### config.mk
export PLATFORM = sky130hd
export DESIGN_NAME = countdown_alarm_table_core
export DESIGN_NICKNAME = d
export VERILOG_FILES = /design/src/sv/cat_pkg.sv /design/src/sv/cat_ram.sv /design/src/sv/countdown_alarm_table.sv
export SDC_FILE = /design/constraint.sdc
export NUM_CORES = 1
export LEC_CHECK = 0
export CORE_ASPECT_RATIO = 0.8
export CORE_MARGIN = 2
export CORE_UTILIZATION = 33
export CTS_CLUSTER_DIAMETER = 50
export DETAILED_ROUTE_END_ITERATION = 7
export DONT_BUFFER_PORTS = 1
export PLACE_DENSITY_LB_ADDON = 0.05
export SYNTH_ARGS = -nofsm -noshare
export SYNTH_HDL_FRONTEND = slang
export SYNTH_SLANG_ARGS = --single-unit
### constraint.sdc
create_clock -name clk -period 6.4 [get_ports clk]
set_clock_uncertainty 0.15 [all_clocks]
set_input_delay 0.64 -clock clk [delete_from_list [all_inputs] [get_ports clk]]
set_output_delay 0.64 -clock clk [all_outputs]
set_load 0.005 [all_outputs]
### src/sv/cat_pkg.sv
// Package for the countdown alarm table: transfer payload types, action and status codes,
// and the default sizes.
// It has no dependencies. The alarm table core imports it; cat_ram does not.
package cat_pkg;

  localparam int CAT_SLOTS    = 16;
  localparam int CAT_TAG_BITS = 8;

  localparam int ACTION_W = 2;
  localparam int COUNT_W  = 16;
  localparam int TAG_W    = 8;
  localparam int STATUS_W = 3;

  localparam logic [ACTION_W-1:0] ACT_TICK    = 2'd0;
  localparam logic [ACTION_W-1:0] ACT_ADD     = 2'd1;
  localparam logic [ACTION_W-1:0] ACT_FINISH  = 2'd2;
  localparam logic [ACTION_W-1:0] ACT_RESTART = 2'd3;

  localparam logic [STATUS_W-1:0] ST_NONE     = 3'd0;
  localparam logic [STATUS_W-1:0] ST_EXPIRED  = 3'd1;
  localparam logic [STATUS_W-1:0] ST_ADDED    = 3'd2;
  localparam logic [STATUS_W-1:0] ST_FULL     = 3'd3;
  localparam logic [STATUS_W-1:0] ST_APPLIED  = 3'd4;
  localparam logic [STATUS_W-1:0] ST_NOTFOUND = 3'd5;

  typedef struct packed {
    logic [ACTION_W-1:0] action;
    logic [COUNT_W-1:0]  frame_count;
    logic [TAG_W-1:0]    alarm_tag;
  } cat_in_t;

  typedef struct packed {
    logic [STATUS_W-1:0] status;
    logic [TAG_W-1:0]    expired_tag;
    logic                last;
  } cat_out_t;

endpackage

### src/sv/cat_ram.sv
// Generic single-write, single-read RAM with a registered read port.
// It has no dependencies. The alarm table core uses it for its entry store.
module cat_ram #(
  parameter int WIDTH = 8,
  parameter int DEPTH = 16
) (
  input  logic                                 clk,
  input  logic                                 we,
  input  logic [(DEPTH > 1 ? $clog2(DEPTH) : 1)-1:0] waddr,
  input  logic [WIDTH-1:0]                     wdata,
  input  logic [(DEPTH > 1 ? $clog2(DEPTH) : 1)-1:0] raddr,
  output logic [WIDTH-1:0]                     rdata
);

  logic [WIDTH-1:0] mem [DEPTH];

  always_ff @(posedge clk) begin
    if (we) begin
      mem[waddr] <= wdata;
    end
    rdata <= mem[raddr];
  end

endmodule

### src/sv/countdown_alarm_table.sv
// Top level of the countdown alarm table: the sequencer, the entry RAM and the result register.
// It depends on cat_pkg and on cat_ram.

// Countdown alarm table. An add writes its entry when taken, unless the table is full, and
// its result is loaded into the output register from the emit state. Finish and restart read
// the entries oldest first until the tag matches. A tick reads every occupied entry newest
// first. Each entry is read through the single RAM read port, then checked in an evaluate state.
// Waiting for out_ready can stall the emit state and a tick's evaluate state. A new item
// is taken only once the previous one has placed its final result in the output register.
// Entries are kept in a circular store, and a tick writes survivors back compacted towards
// the newest end. No clearing pass is needed after reset.
module countdown_alarm_table_core #(
  parameter int SLOTS    = cat_pkg::CAT_SLOTS,
  parameter int TAG_BITS = cat_pkg::CAT_TAG_BITS
) (
  input  logic              clk,
  input  logic              rst_n,
  input  logic              in_valid,
  output logic              in_ready,
  input  cat_pkg::cat_in_t  in_data,
  output logic              out_valid,
  input  logic              out_ready,
  output cat_pkg::cat_out_t out_data
);
  import cat_pkg::*;

  localparam int IDX_W = (SLOTS > 1) ? $clog2(SLOTS) : 1;
  localparam int CNT_W = $clog2(SLOTS + 1);
  localparam int TW    = (TAG_BITS < TAG_W) ? TAG_BITS : TAG_W;
  localparam int MW    = TW + 2 * COUNT_W;

  localparam logic [2:0] S_IDLE = 3'd0;
  localparam logic [2:0] S_TRD  = 3'd1;
  localparam logic [2:0] S_TEV  = 3'd2;
  localparam logic [2:0] S_TEND = 3'd3;
  localparam logic [2:0] S_FRD  = 3'd4;
  localparam logic [2:0] S_FEV  = 3'd5;
  localparam logic [2:0] S_EMIT = 3'd6;

  function automatic logic [IDX_W-1:0] wrap_add(input logic [IDX_W-1:0] a,
                                                input logic [IDX_W:0] b);
    logic [IDX_W+1:0] s;
    s = (IDX_W+2)'(a) + (IDX_W+2)'(b);
    if (s >= (IDX_W+2)'(SLOTS)) begin
      s = s - (IDX_W+2)'(SLOTS);
    end
    return s[IDX_W-1:0];
  endfunction

  function automatic logic [IDX_W-1:0] ptr_inc(input logic [IDX_W-1:0] p);
    return (p == IDX_W'(SLOTS - 1)) ? '0 : p + 1'b1;
  endfunction

  function automatic logic [IDX_W-1:0] ptr_dec(input logic [IDX_W-1:0] p);
    return (p == '0) ? IDX_W'(SLOTS - 1) : p - 1'b1;
  endfunction

  logic [2:0]          state_r, state_nxt;
  logic [CNT_W-1:0]    used_r, used_nxt;
  logic [CNT_W-1:0]    cnt_r, cnt_nxt;
  logic [IDX_W-1:0]    head_r, head_nxt;
  logic [IDX_W-1:0]    rp_r, rp_nxt;
  logic [IDX_W-1:0]    wp_r, wp_nxt;
  logic                pend_v_r, pend_v_nxt;
  logic [TW-1:0]       pend_tag_r, pend_tag_nxt;
  logic [TW-1:0]       tag_r, tag_nxt;
  logic                finish_r, finish_nxt;
  cat_out_t            res_r, res_nxt;
  logic                out_valid_r, out_valid_nxt;
  cat_out_t            out_r, out_nxt;

  logic                out_free, out_load;
  logic                in_fire;
  logic                ram_we;
  logic [IDX_W-1:0]    ram_waddr;
  logic [MW-1:0]       ram_wdata;
  logic [MW-1:0]       ram_rdata;
  logic [TW-1:0]       rd_tag;
  logic [COUNT_W-1:0]  rd_reload, rd_remain;
  logic [TW-1:0]       in_tag;
  logic [IDX_W-1:0]    phys_used, phys_last;
  logic                rd_expire;

  cat_ram #(
    .WIDTH(MW),
    .DEPTH(SLOTS)
  ) u_ram (
    .clk  (clk),
    .we   (ram_we),
    .waddr(ram_waddr),
    .wdata(ram_wdata),
    .raddr(rp_r),
    .rdata(ram_rdata)
  );

  assign in_ready  = (state_r == S_IDLE);
  assign in_fire   = in_valid && in_ready;
  assign out_free  = !out_valid_r || out_ready;
  assign out_valid = out_valid_r;
  assign out_data  = out_r;

  assign rd_tag    = ram_rdata[MW-1 -: TW];
  assign rd_reload = ram_rdata[2*COUNT_W-1 -: COUNT_W];
  assign rd_remain = ram_rdata[COUNT_W-1:0];
  // A stored count is never negative, so reaching zero or less means it was 0 or 1.
  assign rd_expire = (rd_remain <= COUNT_W'(1));
  assign in_tag    = in_data.alarm_tag[TW-1:0];

  assign phys_used = wrap_add(head_r, (IDX_W+1)'(used_r));
  assign phys_last = wrap_add(head_r, (IDX_W+1)'(used_r - 1'b1));

  always_comb begin
    state_nxt    = state_r;
    used_nxt     = used_r;
    cnt_nxt      = cnt_r;
    head_nxt     = head_r;
    rp_nxt       = rp_r;
    wp_nxt       = wp_r;
    pend_v_nxt   = pend_v_r;
    pend_tag_nxt = pend_tag_r;
    tag_nxt      = tag_r;
    finish_nxt   = finish_r;
    res_nxt      = res_r;
    out_load     = 1'b0;
    out_nxt      = res_r;
    ram_we       = 1'b0;
    ram_waddr    = wp_r;
    ram_wdata    = ram_rdata;

    case (state_r)
      S_IDLE: begin
        if (in_fire) begin
          tag_nxt    = in_tag;
          finish_nxt = (in_data.action == ACT_FINISH);
          res_nxt    = '{status: ST_NONE, expired_tag: '0, last: 1'b1};
          case (in_data.action)
            ACT_TICK: begin
              if (used_r == '0) begin
                state_nxt = S_EMIT;
              end else begin
                rp_nxt     = phys_last;
                wp_nxt     = phys_last;
                cnt_nxt    = used_r;
                pend_v_nxt = 1'b0;
                state_nxt  = S_TRD;
              end
            end
            ACT_ADD: begin
              if (used_r == CNT_W'(SLOTS)) begin
                res_nxt.status = ST_FULL;
              end else begin
                ram_we         = 1'b1;
                ram_waddr      = phys_used;
                ram_wdata      = {in_tag, in_data.frame_count, in_data.frame_count};
                used_nxt       = used_r + 1'b1;
                res_nxt.status = ST_ADDED;
              end
              state_nxt = S_EMIT;
            end
            default: begin
              if (used_r == '0) begin
                res_nxt.status = ST_NOTFOUND;
                state_nxt      = S_EMIT;
              end else begin
                rp_nxt    = head_r;
                cnt_nxt   = used_r;
                state_nxt = S_FRD;
              end
            end
          endcase
        end
      end
      S_TRD: begin
        state_nxt = S_TEV;
      end
      S_TEV: begin
        // An expiry is held back until the next one is found, so that the final
        // result of the tick can carry last.
        if (!(rd_expire && pend_v_r && !out_free)) begin
          if (rd_expire) begin
            if (pend_v_r) begin
              out_load = 1'b1;
              out_nxt  = '{status: ST_EXPIRED, expired_tag: TAG_W'(pend_tag_r), last: 1'b0};
            end
            pend_v_nxt   = 1'b1;
            pend_tag_nxt = rd_tag;
            used_nxt     = used_r - 1'b1;
          end else begin
            ram_we    = 1'b1;
            ram_waddr = wp_r;
            ram_wdata = {rd_tag, rd_reload, rd_remain - 1'b1};
            wp_nxt    = ptr_dec(wp_r);
          end
          cnt_nxt   = cnt_r - 1'b1;
          rp_nxt    = ptr_dec(rp_r);
          state_nxt = (cnt_r == CNT_W'(1)) ? S_TEND : S_TRD;
        end
      end
      S_TEND: begin
        // Survivors now sit just above the write pointer.
        head_nxt = ptr_inc(wp_r);
        if (pend_v_r) begin
          res_nxt = '{status: ST_EXPIRED, expired_tag: TAG_W'(pend_tag_r), last: 1'b1};
        end else begin
          res_nxt = '{status: ST_NONE, expired_tag: '0, last: 1'b1};
        end
        state_nxt = S_EMIT;
      end
      S_FRD: begin
        state_nxt = S_FEV;
      end
      S_FEV: begin
        if (rd_tag == tag_r) begin
          ram_we         = 1'b1;
          ram_waddr      = rp_r;
          ram_wdata      = {rd_tag, rd_reload, finish_r ? COUNT_W'(0) : rd_reload};
          res_nxt.status = ST_APPLIED;
          state_nxt      = S_EMIT;
        end else if (cnt_r == CNT_W'(1)) begin
          res_nxt.status = ST_NOTFOUND;
          state_nxt      = S_EMIT;
        end else begin
          cnt_nxt   = cnt_r - 1'b1;
          rp_nxt    = ptr_inc(rp_r);
          state_nxt = S_FRD;
        end
      end
      S_EMIT: begin
        if (out_free) begin
          out_load  = 1'b1;
          out_nxt   = res_r;
          state_nxt = S_IDLE;
        end
      end
      default: begin
        state_nxt = S_IDLE;
      end
    endcase

    if (out_load) begin
      out_valid_nxt = 1'b1;
    end else if (out_ready) begin
      out_valid_nxt = 1'b0;
    end else begin
      out_valid_nxt = out_valid_r;
    end
  end

  always_ff @(posedge clk) begin
    if (!rst_n) begin
      state_r     <= S_IDLE;
      used_r      <= '0;
      head_r      <= '0;
      pend_v_r    <= 1'b0;
      out_valid_r <= 1'b0;
    end else begin
      state_r     <= state_nxt;
      used_r      <= used_nxt;
      head_r      <= head_nxt;
      pend_v_r    <= pend_v_nxt;
      out_valid_r <= out_valid_nxt;
    end
  end

  always_ff @(posedge clk) begin
    cnt_r      <= cnt_nxt;
    rp_r       <= rp_nxt;
    wp_r       <= wp_nxt;
    pend_tag_r <= pend_tag_nxt;
    tag_r      <= tag_nxt;
    finish_r   <= finish_nxt;
    res_r      <= res_nxt;
    if (out_load) begin
      out_r <= out_nxt;
    end
  end

  a_used_bound: assert property (@(posedge clk) disable iff (!rst_n)
    used_r <= CNT_W'(SLOTS))
    else $error("entry count exceeds table size");

  a_busy_after_take: assert property (@(posedge clk) disable iff (!rst_n)
    in_fire |=> !in_ready)
    else $error("new item taken while previous one is in progress");

  a_last_only_expired: assert property (@(posedge clk) disable iff (!rst_n)
    out_valid && out_data.status != ST_EXPIRED |-> out_data.last)
    else $error("non-expiry result without last");

  a_tag_zero: assert property (@(posedge clk) disable iff (!rst_n)
    out_valid && out_data.status != ST_EXPIRED |-> out_data.expired_tag == '0)
    else $error("tag set on a result that is not an expiry");

endmodule
==> results of run 1 <==
-- kinds of logic (layout without fill, tap and decap cells) --
logic type | count (synthesis) | count (layout) | synth area share (%)
buf+inv | 95 | 224 | 1.25
flops | 747 | 747 | 74.0
fa+ha+maj | 19 | 19 | 0.854
mux | 216 | 216 | 15.8
compound gates | 126 | 126 | 2.87
xor+xnor | 22 | 22 | 0.651
simple gates | 272 | 272 | 4.59
-- layer usage --
layer  vias to the layer above  track usage, %
met1                      7806            25.6
met5                         -               0
met3                       119            3.18
met2                       354            25.3
li1                       6293               -
met4                         6            4.60
-- stage by stage --
step,instances,worst slack (ps),total power [mW]
after CTS,2826,1790,17.4
after detailed placement,2656,1820,12.3
final,2826,1870,17.1
after floorplan,1497,859,10.5
after global placement,2656,1860,12.3
after global routing,2826,1580,18.0
-- registers in the layout, indices dropped and copies added (netlist names) --
register     cells
pend_v_r         1
finish_r         1
tag_r            8
cnt_r            5
head_r           4
out_data        12
rp_r             4
u_ram.rdata     40
state_r          3
used_r           5
pend_tag_r       8
wp_r             4
out_valid        1
u_ram.mem      640
res_r           11
-- power by group through the flow --
| stage | registers (mW) | clock network [mW] | logic, mW |
|---|---|---|---|
| 4_1_cts | 7.20 | 5.18 | 5.01 |
| 2_1_floorplan | 7.11 | 0 | 3.36 |
| 6_report | 7.20 | 5.05 | 4.87 |
| 5_1_grt | 7.26 | 5.37 | 5.33 |
| 3_5_place_dp | 7.30 | 0 | 4.99 |
| 3_3_place_gp | 7.29 | 0 | 5.01 |
-- final cells by class --
type / count / area [um2]
Fill cell: 8095 / 54900
Sequential cell: 747 / 21900
Tap cell: 1200 / 1500
Clock buffer: 105 / 2350
Clock inverter: 56 / 584
Inverter: 16 / 62.6
Multi-Input combinational cell: 655 / 7440
Timing Repair Buffer: 47 / 400
-- final timing paths --
kind / to / slack [ps] / depth (start not counted)
worst max-delay path: u_ram.mem[12][8] / 1870 / 10
worst min-delay path: state_r[1] / 50 / 1
worst max register to register: u_ram.mem[12][8] / 1870 / 10
worst min register to register: pend_tag_r[4] / 340 / 0
-- cell usage in the layout (no fill, tap or decap), types with 5 or more instances in the layout --
master,instances
edfxtp_1,693
mux4_2,200
nand2_1,110
clkbuf_16,92
dfxtp_1,54
nor2_1,40
buf_4,36
o21ai_0,32
a21oi_1,24
clkinv_1,18
ha_1,17
inv_1,15
nor3_1,13
clkbuf_1,13
xnor2_1,12
nand4_1,11
and3_1,11
xor2_1,10
nor4_1,9
nor3_2,9
nand3_1,9
dlygate4sd3_1,9
or3_1,8
mux2i_1,8
mux2_2,8
bufinv_16,8
a31oi_1,7
clkinv_2,7
clkinvlp_4,7
nand2b_1,6
o22ai_1,6
o21a_1,6
nor2b_1,5
or4_1,5
nor3_4,5
a22oi_1,5
o31ai_1,5
and2_1,5
inv_6,5
-- worst max-delay path: stages (launching register included) --
cell and delay [ps]:
dfxtp_1 500, inv_1 120, ha_1 210, and4bb_2 290
or3_1 360, buf_4 260, a31o_4 320, o21a_1 200
or3b_4 460, nor3_4 880, buf_4 430
==> run metrics, run 1 <==
post-synthesis register bit count=between 700 and 800; Setup Buffers After CTS=0; routed len/inst=27.5 um; CTS root buf=clkbuf_16; largest net degree at the start of global routing=between 100 and 150; combinational fraction of design power=between 20 and 30%; die height=between 200 and 300 um; worst reg2reg path startpoint=used_r[1]; switch share=31.7%; Synth Area per Inst=19.8 um2; GRT Util Overall=~17%; commonest cells in the netlist=edfxtp_1 (693), mux4_2 (200), nand2_1 (110); Post-Syn Area=~30000 um2; gr ovfl total=0; leading area contributor after synthesis=edfxtp_1; Hold Slack=~52 ps; leakage=10.9 nW; DRT Pass-1 Iters=5; Post-Syn Nets=between 1500 and 2000; clk_lat worst skew=~650 ps; Synth Instances=1497; Max Cap Viol=0; DR WL met3=roughly 3500 um; Initial Util=33.2%; share of cells above drive strength 1=roughly a quarter; NumNets Final=~1600; Worst Setup SP=used_r[1]; Yosys cell types=66; drt drc=0; final cell utilization of the core=38.4%; Port-buffer cells=0; # setup viols final=0; Chip Width=between 300 and 400 um; Async SR Flop Fraction=0%; M1 WL=38300 um; Worst VDD drop=between 0.2 and 0.25 mV; Crit Path Max Fanout=26; Slew HR=15.2%; Net Sw Power=5.43 mW; fin crit period=4530 ps; DP Area=approximately 31000 um2; Total Wirelength=77800 um; Worst-Margin Slew=1270 ps; post-CTS sizing=0; Area contributors post-synth=edfxtp_1 (70%), mux4_2 (15%), dfxtp_1 (3.7%), nand2_1 (1.4%), clkbuf_1 (0.75%); Final Max Slew Viols=0; Fin. Hold Viols=0; ANT nets after route=0; setup TNS=0 ps; ys flop type=edfxtp_1; met2 routed WL=34300 um; first-pass GRT wire length=around 110000 um; CTS Hold Bufs=9; DR top layer=met5; initial antenna violation count=3; HP Class=input pin to flip-flop; number of vias per cell=roughly 5.2; CP Data Required Time=between 6000 and 7000 ps; HP Start=in_valid; Ports=44; crit path kind=flip-flop to flip-flop; Core Rows=98; yosys warns=0; clk slew on worst S/H paths=approximately 60 ps; Post-synth EDFFs=approximately 690; Antenna diodes=0; Vias=approximately 15000; Clk pwr share=between 20% and 30%; Reg power frac=42.1%; crit start category=flip-flop; vias in the first global route=~15000; post-synth top area share=between 70 and 80%; CTS tree=built; detailed placer's ending HPWL=between 40000 and 50000 um; Tcrit/Tclk final=70.8%; H-tree depth=3; die area=between 90000 and 100000 um2; RSZ-0062 raised after global routing=no; clock buffer depth=3; Int Pwr=~12 mW; f_max=~0.22 GHz; drt initial violations=between 1000 and 1500; routability cong.=0.762; clk sink count=around 750; Final Cell Area=between 30000 and 40000 um2; Num CTS Buffers=91; status=completed; count leader, synth=edfxtp_1; PwrDens=around 500 nW/um2; Core Box Area=roughly 89000 um2; CP arrival=~4700 ps; sequential fraction of the synthesis area=74.0%; Area growth, synth to finish=15.7%; CP endpoint kind=flip-flop
Note: power is estimated with default switching activity, not from simulation.
==> run 2, diff against run 1 <==
- clock period: 6.4 -> 4.4 ns (I/O delays scaled with it)
==> run metrics, run 2 (synthesis gave the netlist of run 1 again) <==
Design Power=~25 mW; max reg flops=between 600 and 700; post-CTS sizing=0; Ports=44; CP Data Required Time=4510 ps; Worst Hold End=state_r[2]; leakage=roughly 11 nW; Core Box Area=approximately 90000 um2; leading cell types in the layout, fill and taps excluded=edfxtp_1 (693), mux4_2 (200), nand2_1 (110); detailed placer's ending HPWL=between 40000 and 50000 um; H-tree depth=3; worst reg2reg path startpoint=used_r[0]; fin crit period=around 3700 ps; hold path depth=4; Worst VDD drop=between 0.4 and 0.5 mV; drt drc=0; Clk pwr share=between 20% and 30%; Net Sw Power=roughly 7.8 mW; commonest non-fill, non-tap cell in the layout=edfxtp_1; HP Start=in_data[25]; clk_lat worst skew=650 ps; Tcrit/Tclk final=between 80% and 90%; CP endpoint kind=flip-flop; RSZ-0062 raised after global routing=no; Area growth, synth to finish=17.1%; GRT Util Overall=between 15 and 20%; Final Max Slew Viols=0; Setup Buffers After CTS=0; Max Cap Viol=0; Num CTS Buffers=90; Core Rows=98; post-place setup slack=661 ps; largest net degree at the start of global routing=147; Slew HR=27.8%; HP Class=input pin to flip-flop; CTS root buf=clkbuf_16; clock buffer depth=3; Reg power frac=42.0%; f_max=0.269 GHz; Vias=around 15000; vias in the first global route=approximately 15000; CTS tree=built; crit path kind=flip-flop to flip-flop; CTS Hold Bufs=12; ANT nets after route=0; first-pass GRT wire length=roughly 110000 um; Port-buffer cells=0; initial antenna violation count=5; clk sink count=around 750; Layout fillers=~8000; gr ovfl total=0; Chip Width=between 300 and 400 um; Worst-Margin Slew=about 1100 ps; DRT Pass-1 Iters=5; Reg2Reg Setup Slack=slightly below 700 ps; R2R Path End=u_ram.mem[6][16]; area of the multi-input gates=7470 um2; combinational fraction of design power=approximately 29%; die height=roughly 270 um; clk slew on worst S/H paths=~60 ps; Total Wirelength=roughly 77000 um; final worst setup slack=just under 700 ps; sequential cell area=21900 um2; PwrDens=719 nW/um2; Biggest register=u_ram.mem; share of cells above drive strength 1=a little over a quarter; Crit Path Max Fanout=40; routability cong.=0.785; worst reg-to-reg path cell count=10; number of vias per cell=5.15; Initial Util=~33%; NumNets Final=between 1500 and 2000; drt initial violations=around 1200; switch share=around a third; CP arrival=3830 ps; Fin. Hold Viols=0; # setup viols final=0; die area=approximately 92000 um2; crit start category=flip-flop; Int Pwr=between 15 and 20 mW; final cell utilization of the core=around 39%; routed len/inst=roughly 27 um; status=completed
## run 2: power groups by stage
stage	combinational (mW)	clock [mW]	sequential, mW
after floorplan	4.90	0	10.3
after global placement	7.31	0	10.6
after detailed placement	7.32	0	10.6
after CTS	7.36	7.53	10.5
after global routing	7.82	7.81	10.5
final	7.15	7.30	10.5
## run 2: worst max-delay path by stage
stage	startpoint	to	slack [ps]	depth (start not counted)
global route	used_r[0]	u_ram.mem[7][12]	390	9
floorplan	used_r[0]	u_ram.mem[13][0]	-1100	9
detailed placement	used_r[1]	u_ram.mem[3][23]	660	9
CTS	used_r[0]	u_ram.mem[6][12]	650	10
global placement	used_r[1]	u_ram.mem[6][16]	720	10
finish	used_r[0]	u_ram.mem[6][16]	690	10
## run 2: through the flow
stage | hold slack [ps] | instances | cell area, um2 | setup TNS [ps]
after floorplan | 299 | 1497 | 29600 | -149050
after global placement | 315 | 2675 | 31600 | 0
after detailed placement | 329 | 2675 | 31600 | 0
after CTS | 6.29 | 2853 | 34600 | 0
after global routing | 59.0 | 2853 | 34600 | 0
final | 56.7 | 2855 | 34600 | 0
## run 2: worst max-delay path, cell delays in order (launching register included)
cell and delay [ps]:
dfxtp_1 460, inv_1 120, ha_1 230, and4bb_2 300, nor3_4 300, buf_4 330
a22o_1 250, o21ai_0 110, buf_4 180, nor3_4 150, buf_4 710
## run 2: layer usage
metal	share of wire, %	vias up	global-route usage [%]	wire length (um)
li1	-	6351	-	-
met1	48	7935	24.7	36900
met2	45	314	25.8	34800
met3	4.6	110	3.17	3490
met4	2.0	6	4.37	1560
met5	0.050	-	0	38
## run 2: cell type report
type | count | area share [%]
clock buffers | 121 | 7.13
flip-flops and latches | 747 | 63.2
multi-input cells | 655 | 21.6
repair buffers | 69 | 2.16
clock inverters | 45 | 1.41
inverters | 16 | 0.181
well taps | 1200 | 4.34
diodes | 2 | 0.0145
==> run 3, diff against run 2 <==
- clock period: 4.4 -> 3.4 ns (I/O delays scaled with it)
==> run metrics, run 3 (synthesis gave the netlist of run 1 again) <==
status=completed; Final Max Slew Viols=0; Max Cap Viol=0; Worst-Margin Slew=a little over 900 ps; Biggest register=u_ram.mem; first-pass GRT wire length=113000 um; # setup viols final=0; Core Rows=98; Final Cell Area=35500 um2; Num CTS Buffers=90; detailed placer's ending HPWL=46300 um; Fin. Hold Viols=0; met2 global-route usage=a little over a quarter; die area=92100 um2; RSZ-0062 raised after global routing=no; NumNets Final=1691; DRT Pass-1 Iters=5; clk_lat worst skew=roughly 640 ps; die height=around 270 um; routability cong.=between 0.7 and 0.8; routed len/inst=~27 um; CP Data Required Time=3570 ps; number of vias per cell=roughly 5.1; commonest non-fill, non-tap cell in the layout=edfxtp_1; Slowest cell on crit path=or3b_4; GRT Util Overall=about 17%; Total Wirelength=slightly below 80000 um; Layout fillers=7963; setup TNS=0 ps; Vias=approximately 15000; HP Class=input pin to flip-flop; met1 Use GR=roughly a quarter; f_max=approximately 0.3 GHz; Area growth, synth to finish=20.1%; Hold Slack=45.4 ps; clk slew on worst S/H paths=~60 ps; Slew HR=39.1%; Crit Path Max Fanout=26; drt drc=0; busiest grt layer=met2; fin crit period=~3300 ps; CP arrival=3460 ps; max reg flops=640; initial antenna violation count=7; H-tree depth=3; Core Box Area=roughly 89000 um2; Worst VDD drop=0.439 mV; CTS tree=built; GRT met3 Usage=3.04%; vias in the first global route=roughly 16000; gr ovfl total=0; Initial Util=33.2%; Port-buffer cells=0; crit path kind=flip-flop to flip-flop; Chip Width=339 um; CTS root buf=clkbuf_16; crit start category=flip-flop; CP endpoint kind=flip-flop; Critical Path, Cell by Cell=or3_1, or3_1, a31o_4, o21a_1, or3b_4, nor3_4, buf_12; leading cell types in the layout, fill and taps excluded=edfxtp_1 (693), mux4_2 (200), nand2_1 (110); clk sink count=between 700 and 800; drt initial violations=1256; Ports=44; largest net degree at the start of global routing=~60; PwrDens=roughly 930 nW/um2; hold path depth=2; leakage=between 10 and 15 nW; Tcrit/Tclk final=a little over nine tenths; clock buffer depth=3; DP Area=roughly 32000 um2; ANT nets after route=0; max incr delay on CP=roughly 490 ps; critical path's most frequent cell=or3_1; share of cells above drive strength 1=29.3%; worst reg-to-reg path cell count=7
[run 3: changes by cell type in the layout (fill, tap and decap cells not counted), sizes merged]
cell         delta
diode           -1
inv             -4
clkinvlp        +1
clkbuf          -6
clkinv          +4
dlygate4sd3     +8
bufinv          +5
buf            +55
[run 3: critical path: cells and delay by family, from the launching register on]
| family | cells | cell delay [ps] |
|---|---|---|
| and+or+nand+nor | 4 | 1690 |
| DFF | 1 | 360 |
| buffers and inverters | 1 | 270 |
| AOI/OAI and AO/OA | 2 | 490 |
[run 3: what timing repair did]
item                                    CTS  global route
hold buffers                             20             0
pin swaps                                 0             1
gates resized for setup                   3             8
endpoints found under the setup margin  103           534
buffers inserted                          0             2
hold endpoints to repair                106             0
[run 3: report_power, final]
group | total (mW) | switching [mW] | internal (mW)
combinational | 9.96 | 5.86 | 4.10
sequential | 13.4 | 0.577 | 12.9
clock | 9.69 | 3.83 | 5.86
total | 33.1 | 10.3 | 22.8
[run 3: final cells by class]
type / instances / area, um2 / share of cell area (%)
multi-input cells: 655 / 7540 / 21.2
clock buffers: 115 / 2430 / 6.83
diodes: 1 / 2.50 / 0.00704
repair buffers: 132 / 1480 / 4.17
well taps: 1200 / 1500 / 4.23
flip-flops and latches: 747 / 21900 / 61.6
clock inverters: 51 / 609 / 1.72
inverters: 16 / 62.6 / 0.176
[run 3: through the flow]
stage          setup slack [ps]  utilization (%)  instances  power, mW
6_report                    117             39.8       2917       33.1
5_1_grt                    24.2             39.8       2916       34.8
4_1_cts                    3.30             39.8       2914       33.6
3_5_place_dp              -22.4             36.1       2728       23.7
3_3_place_gp              -29.8             36.1       2728       23.7
2_1_floorplan              -494                -       1497       19.9
[run 3: path summary, 6_finish.rpt]
check	from	endpoint	slack [ps]
worst max-delay path	state_r[2]	u_ram.mem[8][14]	120
worst min-delay path	in_data[22]	u_ram.mem[3][14]	50
worst max register to register	state_r[2]	u_ram.mem[8][14]	120
worst min register to register	u_ram.rdata[38]	pend_tag_r[6]	330
[run 3: metal layers]
metal	vias to the layer above	part of all wire (%)	wire length (um)
met5	-	0.079	61
met4	10	2.2	1680
met3	115	4.3	3360
met2	325	45	35100
met1	8007	48	37400
li1	6478	-	-
